File: config.mk
export PLATFORM = sky130hd
export DESIGN_NAME = cbm_ram
export DESIGN_NICKNAME = d
export VERILOG_FILES = /design/src/rtl/core/cbm_ram.sv
export SDC_FILE = /design/constraint.sdc
export NUM_CORES = 2
export LEC_CHECK = 0
export ABC_CLOCK_PERIOD_IN_PS = 2800
export BUFFER_PORTS_ARGS = -buffer_cell sky130_fd_sc_hd__buf_2
export CORE_MARGIN = 4
export CORE_UTILIZATION = 25
export DETAILED_ROUTE_END_ITERATION = 12
export GPL_ROUTABILITY_DRIVEN = 0
export SYNTH_ARGS = -nofsm -noshare
export SYNTH_HDL_FRONTEND = slang
export SYNTH_SLANG_ARGS = --single-unit
File: constraint.sdc
create_clock -name clk -period 2.8 [get_ports clk]
set_clock_uncertainty 0.15 [all_clocks]
set_input_delay 0.42 -clock clk [delete_from_list [all_inputs] [get_ports clk]]
set_output_delay 0.42 -clock clk [all_outputs]
set_load 0.01 [all_outputs]
File: src/rtl/core/cbm_ram.sv
`timescale 1ns / 1ps
// Generic single-port RAM with a registered read port.
// Depends on nothing.
module cbm_ram #(
    parameter int WIDTH = 8,
    parameter int DEPTH = 256
) (
    input  logic                     clk,
    input  logic                     en,
    input  logic                     we,
    input  logic [$clog2(DEPTH)-1:0] addr,
    input  logic [WIDTH-1:0]         wdata,
    output logic [WIDTH-1:0]         rdata
);

    logic [WIDTH-1:0] mem [DEPTH];
    logic [WIDTH-1:0] rdata_reg;

    always_ff @(posedge clk)
    begin
        if (en)
        begin
            if (we)
            begin
                mem[addr] <= wdata;
            end
            else
            begin
                rdata_reg <= mem[addr];
            end
        end
    end

    assign rdata = rdata_reg;

endmodule

After elaboration in Yosys (flattened, before gate mapping)

Memory sizes are Yosys's and may differ from the RTL's. A register that Yosys moved wholly into a read port is not among the register bits.
Index checks and enable logic that the tools add are counted.

Mux-type cells: 3
Bitwise gates (word level): 1
Reduce and logical (&&, ||, !) cells: 1

Operators with widths:

| kind              | count |
|---|---|
| $mux W1           | 3 |
| $reduce_and A2 Y1 | 1 |
| $not A1 Y1        | 1 |

Word-level logic and storage cells: 6
Bits in registers: 0
Bits in writable memories: 2048
Input bits: 19
Memories kept: 1

Memories:

| memory | depth | width | rd ports | clocked after memory_dff | wr ports | line | text |
|---|---|---|---|---|---|---|---|
| mem    | 256   | 8     | 1        | 1                        | 1        | 16   | `logic [WIDTH-1:0] mem [DEPTH];` |

Longest topological paths before layout

Word-level depth: 3
Mapped depth: 9

Worst setup path after synthesis

No wires, ideal clock.

Path type: input -> register
From: in addr[0]
To: mem mem[117][0], enable pin
Setup time: 0.370 ns
Cell stages on the path: 8
Buffers on the path: 5
Arrival: 2.345 ns
Slack: -0.065 ns
Data required time: 2.280 ns
Cell sequence: buf_2 > buf_6 > buf_2 > buf_2 > nor3b_1 > nand2_1 > clkbuf_1 > nor2_1

RTL lines:

| element         | line | text |
|---|---|---|
| start, declared | 11   | `input logic [$clog2(DEPTH)-1:0] addr,` |
| end, declared   | 16   |  |

No word-level cell before the write port.

==> metrics.txt <==
# TYPE chip_impl_metric gauge
chip_impl_metric{name="via_per_inst",unit=""} 4.61
chip_impl_metric{name="wl_per_cell",unit="µm"} 23.6
chip_impl_metric{name="grt_max_degree",unit=""} 100
chip_impl_metric{name="clock_sink_count",unit=""} 2056
chip_impl_metric{name="core_region_area",unit="µm²"} 312000
chip_impl_info{name="crit-reg2reg-launch",value="mem[235][5]$_DFFE_PP_"} 1
chip_impl_metric{name="drt_antenna_net_count",unit=""} 0
chip_impl_metric{name="die-height",unit="µm"} 568
chip_impl_info{name="cpMaxStageDelayCell",value="sky130_fd_sc_hd__o41ai_2"} 1
chip_impl_info{name="worstSetupPathType",value="reg -> reg"} 1
chip_impl_metric{name="clock_path_buffers",unit=""} 3
chip_impl_metric{name="sequentialPowerShare",unit="%"} 54.4
chip_impl_info{name="start_kind",value="flip-flop"} 1
chip_impl_metric{name="layout.filler_cells",unit=""} 30000
chip_impl_metric{name="peakVddDrop",unit="V"} 0.000562
chip_impl_metric{name="layout-drive-gt1-share",unit="%"} 34.3
chip_impl_metric{name="syn-mean-instance-area",unit="µm²"} 22.2
chip_impl_metric{name="worst_ep_arrival_time",unit="ns"} 3.15
chip_impl_metric{name="largest_register_ffs",unit=""} 2048
chip_impl_metric{name="worstSkewPairLatency",unit="ns"} 0.82
chip_impl_metric{name="drt-total-wl",unit="µm"} 200000
chip_impl_metric{name="static-leakage-power",unit="nW"} 29.5
chip_impl_metric{name="clk_transition_reported_paths",unit="ns"} 0.06
chip_impl_metric{name="critPathRequiredTime",unit="ns"} 3.20
chip_impl_metric{name="syn_area",unit="µm²"} 78400
chip_impl_metric{name="cap_viol_max_count",unit=""} 0
chip_impl_metric{name="floorplan.io_pins",unit=""} 27
chip_impl_info{name="cts_tree",value="yes"} 1
chip_impl_metric{name="netSwitchingPower",unit="mW"} 13.1
chip_impl_metric{name="finalCoreUtilization",unit="%"} 30.5
chip_impl_metric{name="slew_viol_final",unit=""} 0
chip_impl_metric{name="die_width",unit="µm"} 568
chip_impl_metric{name="cpPeakStageDelay",unit="ns"} 0.61
chip_impl_metric{name="drt_iter0_markers",unit=""} 4130
chip_impl_metric{name="post-route-period-util",unit="%"} 98.1
chip_impl_metric{name="cts_inserted_buffers",unit=""} 201
chip_impl_metric{name="rows",unit=""} 205
chip_impl_metric{name="port-buffer-count",unit=""} 26
chip_impl_metric{name="synth.net_count",unit=""} 3545
chip_impl_metric{name="synth_seq_cells",unit=""} 2056
chip_impl_metric{name="timing.critical_path.fanout_max",unit=""} 1
chip_impl_metric{name="grt_use_total",unit="%"} 12.2
chip_impl_info{name="timing.hold.worst.start",value="en"} 1
chip_impl_metric{name="sw_share",unit="%"} 21.1
chip_impl_metric{name="vias",unit=""} 39200
chip_impl_metric{name="ys.warnings.count",unit=""} 0
chip_impl_metric{name="slew_at_the_pin_closest_to_its_max_slew_limit",unit="ns"} 0.921
chip_impl_metric{name="clkPwrFrac",unit="%"} 40.5
chip_impl_metric{name="grt_first_pass_wirelength",unit="µm"} 289000
chip_impl_metric{name="starting_density_of_the_core",unit="%"} 25.1
chip_impl_metric{name="yosysUniqueCellTypes",unit=""} 21
chip_impl_metric{name="area.growth.synth_to_final",unit="%"} 21.3
chip_impl_info{name="synth_area_leader_cell",value="sky130_fd_sc_hd__edfxtp_1"} 1
chip_impl_metric{name="max_clock_freq",unit="MHz"} 364
chip_impl_info{name="startpoint",value="mem[235][5]$_DFFE_PP_"} 1
chip_impl_metric{name="dp_hpwl",unit="µm"} 128000
chip_impl_info{name="rsz0062_at_grt",value="no"} 1
chip_impl_metric{name="power_frac_comb",unit="%"} 5.1
chip_impl_metric{name="synth_top_area_share",unit="%"} 78.8
chip_impl_metric{name="grt_pass1_vias",unit=""} 39700
chip_impl_metric{name="initial_antenna_violation_count",unit=""} 16
chip_impl_info{name="hold_path.class",value="in -> reg"} 1
chip_impl_metric{name="htree_levels",unit=""} 4
chip_impl_metric{name="internal-power",unit="mW"} 49.2
chip_impl_metric{name="detail_route.drc_violations",unit=""} 0
chip_impl_metric{name="power_per_cell_area",unit="nW/µm²"} 656
chip_impl_metric{name="drt-pass1-iter-count",unit=""} 6
chip_impl_metric{name="synth_seq_area_share",unit="%"} 78.8
chip_impl_info{name="critical_path.cell_chain",value="mux4_2 -> a22oi_1 -> a21oi_1 -> o41ai_2 -> buf_4 -> nand4_1"} 1
chip_impl_metric{name="layout_min_cycle_time",unit="ns"} 2.75
chip_impl_metric{name="report.final.setup_viol",unit=""} 0
chip_impl_metric{name="synth_cells",unit=""} 3526
chip_impl_info{name="status",value="finished, final reports clean"} 1
chip_impl_info{name="clk_root_buffer_cell",value="sky130_fd_sc_hd__clkbuf_16"} 1
chip_impl_metric{name="finish.net_count",unit=""} 4201
chip_impl_metric{name="hold_ws",unit="ns"} 0.0848
chip_impl_metric{name="timing.slew.headroom",unit="%"} 38.3
chip_impl_metric{name="die_area",unit="µm²"} 323000
chip_impl_metric{name="hold_viol",unit=""} 0
chip_impl_info{name="synth.top_cells.by_area",value="sky130_fd_sc_hd__edfxtp_1 79%, sky130_fd_sc_hd__mux4_2 15%, sky130_fd_sc_hd__a22oi_1 2.5%"} 1
chip_impl_metric{name="global_route.overflow_total",unit=""} 0
chip_impl_info{name="end_kind",value="flip-flop"} 1
chip_impl_metric{name="postCtsSetupRepairBufs",unit=""} 0
[cell usage after synthesis]
cell,instances
sky130_fd_sc_hd__and4_1,1
sky130_fd_sc_hd__edfxtp_1,2056
sky130_fd_sc_hd__a22oi_1,256
sky130_fd_sc_hd__nor3_1,1
sky130_fd_sc_hd__or2_2,1
sky130_fd_sc_hd__nand3_1,4
sky130_fd_sc_hd__nor3b_1,2
sky130_fd_sc_hd__buf_4,11
sky130_fd_sc_hd__nand2_1,30
sky130_fd_sc_hd__a21oi_1,128
sky130_fd_sc_hd__nor2b_1,7
sky130_fd_sc_hd__clkbuf_1,143
sky130_fd_sc_hd__nand4_1,8
sky130_fd_sc_hd__buf_6,9
sky130_fd_sc_hd__and2_1,2
sky130_fd_sc_hd__buf_2,41
sky130_fd_sc_hd__nor2_1,259
sky130_fd_sc_hd__nand2b_1,2
sky130_fd_sc_hd__o41ai_1,32
sky130_fd_sc_hd__buf_1,21
sky130_fd_sc_hd__mux4_2,512
[path summary, 6_finish.rpt]
kind / cells past startpoint / slack [ns] / end
worst max-delay path: 6 / 0.05 / rdata[5]$_DFFE_PP_
worst min-delay path: 3 / 0.08 / rdata[7]$_DFFE_PP_
worst max register to register: 6 / 0.05 / rdata[5]$_DFFE_PP_
worst min register to register: 6 / 1.01 / rdata[7]$_DFFE_PP_
[power by group through the flow]
| stage | Combinational (mW) | Clock, mW | Sequential, mW |
|---|---|---|---|
| 6_report | 3.19 | 25.2 | 33.9 |
| 5_1_grt | 3.39 | 27.1 | 33.9 |
| 4_1_cts | 3.24 | 25.7 | 33.9 |
| 3_5_place_dp | 3.21 | 0 | 34.6 |
| 3_3_place_gp | 3.17 | 0 | 34.6 |
| 2_1_floorplan | 1.46 | 0 | 34.6 |
[cell usage in the layout (no fill, tap or decap), drive strengths merged]
master	count
and4	1
nor3b	2
buf	669
edfxtp	2056
nand4	8
nand3	4
mux4	512
nor2b	7
nand2	30
nand2b	2
o41ai	32
clkinv	100
or2	1
dlygate4sd3	9
and2	2
inv	8
a21oi	128
bufinv	7
clkinvlp	4
diode	13
nor2	259
nor3	1
a22oi	256
clkbuf	246
[layer usage]
layer | GRT usage (%) | up-vias | part of all wire, %
li1 | - | 16300 | -
met1 | 16.2 | 21100 | 41
met2 | 19.5 | 1519 | 48
met3 | 3.08 | 299 | 8.3
met4 | 3.67 | 10 | 2.7
met5 | 0 | - | 0.034
[cell families (layout without fill, tap and decap cells)]
group | after synthesis | after routing | synth area share, %
other cells | 0 | 13 | 0
compound gates | 416 | 416 | 3.63
buf+inv | 225 | 1043 | 1.28
simple gates | 317 | 317 | 1.61
flops | 2056 | 2056 | 78.8
mux | 512 | 512 | 14.7
[repair_timing]
item | 4_1_cts | 5_1_grt
setup endpoints to repair | 4 | 3
pin swaps | 0 | 1
endpoints found under the hold margin | 464 | 0
hold buffers | 9 | 0
resized for setup | 7 | 5
[final cells by class]
class | count | area [µm²] | share of cell area [%]
diodes | 13 | 32.5 | 0.0342
well taps | 4140 | 5180 | 5.45
repair buffers | 678 | 6250 | 6.57
clock buffers | 246 | 5310 | 5.58
multi-input cells | 1245 | 15800 | 16.6
clock inverters | 119 | 777 | 0.817
flip-flops and latches | 2056 | 61700 | 64.9
[per-stage QoR]
step | worst slack, ns | instances | instance area, µm² | power (mW) | TNS [ns]
after floorplan | -0.0655 | 3526 | 78400 | 36.0 | -19.33
after global placement | -1.34 | 8110 | 88800 | 37.7 | -13.90
after detailed placement | -1.41 | 8110 | 88800 | 37.8 | -15.72
after CTS | 0.00636 | 8484 | 95000 | 62.9 | 0
after global routing | 0.00955 | 8494 | 95100 | 64.4 | 0
final | 0.0531 | 8497 | 95100 | 62.3 | 0
[critical path, delay by kind of cell (launching register included)]
family,cells,cell delay (ns)
compound gates,3,1.15
mux,1,0.52
flops,1,0.37
buf+inv,1,0.22
simple gates,1,0.07
(Power assumes the default switching activity.)
