===== src/rtl/core/cbm_pkg.sv =====
`timescale 1ns / 1ps
// Package for the cartridge bank mapper: item types, address map, bank sizes.
// Depends on nothing; used by cbm_bank_mod, the mapper top level and its testbench.
package cbm_pkg;

    // Access kinds.
    localparam logic FUNC_READ  = 1'b0;
    localparam logic FUNC_WRITE = 1'b1;

    // Bank geometry.
    localparam int RAM_BANKS       = 8;
    localparam int MAX_ROM_BANKS   = 128;
    localparam int MIN_ROM_BANKS   = 2;
    localparam int RAM_BANK_BYTES  = 8192;
    localparam int RAM_OFFSET_W    = $clog2(RAM_BANK_BYTES);
    localparam int RAM_DEPTH       = RAM_BANKS * RAM_BANK_BYTES;
    localparam int RAM_AW          = $clog2(RAM_DEPTH);
    localparam int ROM_OFFSET_W    = 14;
    localparam int ROM_BANK_W      = 7;
    localparam int ADDR_W          = 16;
    localparam int ROM_ADDR_W      = 21;
    localparam int COUNT_W         = 8;
    localparam int DIV_STEPS       = ROM_BANK_W;
    localparam int DIV_CNT_W       = $clog2(DIV_STEPS);

    // Register and state reset values.
    localparam logic [COUNT_W-1:0]    BANK_COUNT_RESET = COUNT_W'(MAX_ROM_BANKS);
    localparam logic [ROM_BANK_W-1:0] ROM_BANK_RESET   = ROM_BANK_W'(1);

    // Address map limits.
    localparam logic [ADDR_W-1:0] ENABLE_LAST   = 16'h1FFF;
    localparam logic [ADDR_W-1:0] ROM_FIX_LAST  = 16'h3FFF;
    localparam logic [ADDR_W-1:0] RAM_BANK_LAST = 16'h5FFF;
    localparam logic [ADDR_W-1:0] ROM_BNK_LAST  = 16'h7FFF;
    localparam logic [ADDR_W-1:0] RAM_WIN_FIRST = 16'hA000;
    localparam logic [ADDR_W-1:0] RAM_WIN_LAST  = 16'hBFFF;

    localparam logic [3:0] ENABLE_KEY    = 4'hA;
    localparam logic [7:0] UNMAPPED_BYTE = 8'hFF;

    typedef struct packed {
        logic              func;
        logic [ADDR_W-1:0] address;
        logic [7:0]        write_data;
    } cbm_in_t;

    typedef struct packed {
        logic [7:0]            read_data;
        logic                  rom_fetch;
        logic [ROM_ADDR_W-1:0] rom_address;
    } cbm_out_t;

endpackage


===== src/rtl/core/cbm_bank_mod.sv =====
`timescale 1ns / 1ps
// Bit-serial remainder unit for ROM bank selection, one bit per cycle.
// Depends on cbm_pkg for the bank and count widths.
module cbm_bank_mod (
    input  logic                           clk,
    input  logic                           rst_n,
    input  logic                           start,
    input  logic [cbm_pkg::ROM_BANK_W-1:0] dividend,
    input  logic [cbm_pkg::COUNT_W-1:0]    divisor,
    output logic                           done,
    output logic [cbm_pkg::ROM_BANK_W-1:0] remainder
);
    import cbm_pkg::*;

    logic                  busy_reg, busy_next;
    logic [DIV_CNT_W-1:0]  count_reg, count_next;
    logic [ROM_BANK_W-1:0] num_reg, num_next;
    logic [ROM_BANK_W-1:0] rem_reg, rem_next;
    logic [COUNT_W-1:0]    div_reg, div_next;
    logic [COUNT_W-1:0]    shifted;
    logic [COUNT_W-1:0]    step_rem;
    logic                  last_step;

    // The partial remainder stays below the divisor, so it fits in the bank width.
    always_comb
    begin
        shifted   = {rem_reg, num_reg[ROM_BANK_W-1]};
        step_rem  = (shifted >= div_reg) ? (shifted - div_reg) : shifted;
        last_step = busy_reg && (count_reg == DIV_CNT_W'(DIV_STEPS - 1));

        busy_next  = busy_reg;
        count_next = count_reg;
        num_next   = num_reg;
        rem_next   = rem_reg;
        div_next   = div_reg;

        if (start)
        begin
            busy_next  = 1'b1;
            count_next = '0;
            num_next   = dividend;
            rem_next   = '0;
            div_next   = divisor;
        end
        else if (busy_reg)
        begin
            num_next   = {num_reg[ROM_BANK_W-2:0], 1'b0};
            rem_next   = step_rem[ROM_BANK_W-1:0];
            count_next = count_reg + DIV_CNT_W'(1);
            if (last_step)
            begin
                busy_next = 1'b0;
            end
        end
    end

    always_ff @(posedge clk or negedge rst_n)
    begin
        if (!rst_n)
        begin
            busy_reg  <= 1'b0;
            count_reg <= '0;
        end
        else
        begin
            busy_reg  <= busy_next;
            count_reg <= count_next;
        end
    end

    always_ff @(posedge clk)
    begin
        num_reg <= num_next;
        rem_reg <= rem_next;
        div_reg <= div_next;
    end

    assign done      = last_step;
    assign remainder = step_rem[ROM_BANK_W-1:0];

endmodule


===== config.mk =====
export PLATFORM = sky130hd
export DESIGN_NAME = cbm_bank_mod
export DESIGN_NICKNAME = d
export VERILOG_FILES = /design/src/rtl/core/cbm_pkg.sv /design/src/rtl/core/cbm_bank_mod.sv
export SDC_FILE = /design/constraint.sdc
export NUM_CORES = 1
export LEC_CHECK = 0
export ABC_CLOCK_PERIOD_IN_PS = 3400
export BUFFER_PORTS_ARGS = -buffer_cell sky130_fd_sc_hd__buf_2
export CORE_MARGIN = 5
export CORE_UTILIZATION = 40
export CTS_BUF_LIST = sky130_fd_sc_hd__clkbuf_8
export DETAILED_ROUTE_END_ITERATION = 10
export MAX_ROUTING_LAYER = met4
export PLACE_DENSITY = 0.6
export SKIP_CTS_REPAIR_TIMING = 1
export SLEW_MARGIN = 0
export SYNTH_ARGS = -nofsm -noshare
export SYNTH_HDL_FRONTEND = slang
export SYNTH_SLANG_ARGS = --single-unit

===== constraint.sdc =====
create_clock -name clk -period 3.4 [get_ports clk]
set_clock_uncertainty 0.1 [all_clocks]
set_input_delay 0.17 -clock clk [delete_from_list [all_inputs] [get_ports clk]]
set_output_delay 0.17 -clock clk [all_outputs]
set_load 0.05 [all_outputs]

Word level (Yosys, flattened, before mapping)
Cells that the tools add are included.
- add/sub/neg operators: 2
- magnitude comparators: 1
- equal/unequal tests: 1
- mux-type cells: 8
- reductions and logical operators: 2
- operators with widths (kind ; count):
    7-bit 2-to-1 mux ; 3
    8-bit greater-or-equal comparator ; 1
    7-bit subtractor ; 1
    3-bit 2-to-1 mux ; 2
    3-bit by 1-bit adder with 3-bit output, second input constant ; 1
    3-bit equality test, second input constant ; 1
    1-bit 2-to-1 mux ; 3
    2-bit nonzero test ; 1
    1-bit logical AND ; 1
- flip-flop bits (word level): 26
- input port bits: 18
- output and inout bits: 8
- logic and storage cells: 19

Longest topological paths before layout
- depth after elaboration: 5
- gate-level depth with buffers: 10
- gate-level depth less buffers: 9

Least setup slack after synthesis
OpenSTA, ideal clock, no wires.
- path kind: register -> output
- start point: register num_reg[6]
- end point: output port remainder[2] (netlist name)
- arrival time: 2.854 ns
- required time: 3.130 ns
- setup slack: 0.276 ns
- cell stages (with the launch flop): 10
- path buffers: 1
- path through: edfxtp_1 -> inv_1 -> ha_1 -> inv_1 -> fa_1 -> a21o_1 -> a211oi_2 -> o221ai_2 -> buf_6 -> o21ai_0
- longest elaborated chain between the ends: 2
- elaborated cells on any way between the ends: 3
- classes of those cells: add/sub: 1; order compare: 1; mux: 1
- RTL lines (element ; line ; RTL):
    start: declaration ; cbm_bank_mod.sv:17 ; logic [ROM_BANK_W-1:0] num_reg, num_next;
    start signal: assignment ; cbm_bank_mod.sv:73 ; num_reg <= num_next;
    7-bit subtractor or 8-bit greater-or-equal comparator (tied branches) ; cbm_bank_mod.sv:28 ; step_rem = (shifted >= div_reg) ? (shifted - div_reg) : shifted;
    7-bit 2-to-1 mux * ; cbm_bank_mod.sv:28 ;
    end: declaration ; cbm_bank_mod.sv:11 ; output logic [cbm_pkg::ROM_BANK_W-1:0] remainder
Mark *: on every way between the ends. The rest lies on a longest branch, timed or not.

Worst setup path in the final report
- start point: register num_reg[6]
- end point: output port remainder[6] (netlist name)
The elaborated chain is that of the path after synthesis.

==> impl_metrics.tcl <==
set metrics [dict create \
    hold_violations 0 \
    startpoint_type "flip-flop" \
    antennaDiodeCount 0 \
    met1_usage_pct 14.4 \
    relSlewSlack_pct 58.7 \
    crit_type "reg -> out" \
    whs_path_depth 2 \
    status "finished clean" \
    synth_nets 171 \
    clockRootBuffer "clkbuf_8" \
    post-route-period-util_pct 92.9 \
    overflow 0 \
    ant_nets 0 \
    ys_warn_count 0 \
    area_growth_pct 22.0 \
    setup-tns-final_ns 0 \
    nets 205 \
    chipHeight_um 71.0 \
    clock_path_buffers 2 \
    viasPerCell 5.01 \
    min_period_ns 3.16 \
    syn_area_per_cell_um2 10.5 \
    grt_max_degree 30 \
    powerDensity_mw_per_mm2 588 \
    drc_errors 0 \
    die_w_um 71.0 \
    whs_ns 0.0675 \
    numPortBuffers 25 \
    synth-seq-cells 26 \
    cts_tree "yes" \
    grt.busiest_layer "met2" \
    cp.required_ns 3.13 \
    grt_pass1_vias 1056 \
    rsz0062_at_grt "false" \
    min-delay-start "dividend[0]" \
    ios 26 \
    leakage_nw 0.828 \
    largest_register_ffs 8 \
    grt_pass1_wl_mm 4.60 \
    p_total_mw 1.07 \
    worstMarginPinSlew_ns 0.619 \
    grtUsageMet2_pct 18.0 \
    rows 22 \
    dieArea_mm2 0.00505 \
    firstDrtPassIters 4 \
    max_cap_violations 0 \
    gr-usage-met3_pct 2.41 \
    yosysUniqueCellTypes 38 \
    setup_viol 0 \
    cp-startpoint "num_reg[6]$_DFFE_PP_" \
    wl_per_cell_um 12.5 \
    max_freq_mhz 316 \
    netlist_area_mm2 0.00149 \
    globalplace.congestion 0.791 \
    final_util_pct 50.0 \
    cts.htree.levels 1 \
    ys_seq_area_share_pct 46.3 \
    reg2regPathDepth 9 \
    first_iter_violations 42 \
    cp_max_fo 3 \
    cts.sink_count 26 \
    endpoint_kind "output port" \
    wl_mm 2.78 \
    clock_latency_ns 0.28 \
    start_util_pct 41.0 \
    drive_gt1_share_pct 25.7 \
    grt_antenna_before_repair 0 \
    hold_class "in -> reg" \
    clkTransAtPathRegs_ns 0.09 \
    place_hpwl_mm 2.07 \
    slew_viol_final 0 \
    grt_usage_pct 12.0 \
    worstPathArrival_ns 2.89 \
    peakVddDrop_uv 243 \
    syn_inst 142 \
    via_count 1118 \
    rr_startpoint "num_reg[6]$_DFFE_PP_" \
    cts_buffers 3 \
    coreArea_mm2 0.00363 \
    fill_cells 353 \
]
[cells in the mapped netlist]
library cell	count	area (um2)
and2_1	1	6.26
mux2_4	2	30.0
a311oi_1	2	17.5
a211o_1	1	8.76
nor3_1	3	15.0
a21o_1	3	22.5
nand2_1	8	30.0
xor2_1	3	26.3
fa_1	1	20.0
nand4_1	1	6.26
ha_1	10	125
clkbuf_1	4	15.0
inv_1	15	56.3
o21a_1	3	22.5
edfxtp_1	15	450
nand2b_1	3	18.8
o41ai_1	1	8.76
o221a_2	1	11.3
o311a_2	1	11.3
mux2i_1	1	10.0
a31oi_1	1	6.26
nand3_1	1	5.00
o21ai_0	5	25.0
mux2_2	8	90.1
nor4b_1	1	8.76
nor3b_1	3	22.5
a211oi_2	1	12.5
and4_1	1	8.76
a21oi_1	7	35.0
o221ai_2	1	15.0
or3_1	1	6.26
buf_6	1	11.3
clkinv_1	1	3.75
dfxtp_1	7	140
dfrtp_1	4	100
or2_2	1	6.26
nor2_1	17	63.8
xnor2_1	2	17.5
[metrics by stage]
step,instance area [um2],cells,setup slack (ns)
CTS,1720,214,0.153
finish,1820,223,0.240
global route,1820,223,0.0884
global placement,1650,210,0.510
floorplan,1490,142,0.276
detailed placement,1650,210,0.483
[report_power, final]
group / switching (mW) / internal, mW / total, mW
sequential: 0.0232 / 0.371 / 0.394
clock: 0.0998 / 0.158 / 0.258
combinational: 0.262 / 0.155 / 0.417
total: 0.385 / 0.684 / 1.07
[worst max-delay path, cell delays in order, from the launching register on]
cell and delay, ns:
edfxtp_1 0.42, inv_1 0.08, ha_1 0.15, inv_1 0.05, fa_1 0.40, a21o_1 0.20
a21oi_1 0.26, mux2_2 0.38, o41ai_2 0.38, nand2_1 0.08, buf_2 0.22
[placed cells by master, fill, tap and decap left out, types with 2 or more instances in the layout]
cell,n
nor2_1,17
dlygate4sd3_1,9
edfxtp_1,15
o21ai_0,5
a21o_1,3
mux2_4,2
inv_1,15
clkbuf_8,3
nor3_1,3
xor2_1,3
mux2_2,8
a311oi_1,2
dfrtp_1,4
dfxtp_1,7
nand2_1,8
ha_1,10
xnor2_1,2
a21oi_1,7
nor3b_1,3
buf_2,25
nand2b_1,3
o21a_1,3
[per-layer routing]
layer | vias up | share of wire [%]
met5 | - | 0
met4 | 0 | 3.1
met3 | 7 | 4.3
met2 | 26 | 47
met1 | 519 | 46
li1 | 566 | -
[cells by family (layout without fill, tap and decap cells)]
group	after synthesis	after routing	share of synthesized area, %
mux	11	11	8.73
xor+xnor	5	5	2.94
compound gates	27	27	13.2
buf+inv	21	54	5.79
simple gates	41	41	13.3
fa+ha+maj	11	11	9.74
flops	26	26	46.3
[path summary, 6_finish.rpt]
check,endpoint,slack [ns]
max,remainder[6],0.24
min,num_reg[0]$_SDFFCE_PN0P_,0.07
max reg2reg,rem_reg[1]$_SDFFE_PP0P_,0.70
min reg2reg,rem_reg[6]$_SDFFE_PP0P_,0.41
max in group asynchronous,count_reg[1]$_DFFE_PN0P_,2.95
min in group asynchronous,busy_reg$_DFF_PN0_,0.13
[final cells by class]
type,instances,area [um2],area share [%]
multi-input cells,95,721,39.6
clock buffers,3,41.3,2.27
repair buffers,34,215,11.8
well taps,48,60.1,3.30
clock inverters,1,30.0,1.65
flip-flops and latches,26,691,38.0
inverters,16,60.1,3.30
Power figures use the tool's default switching activity.
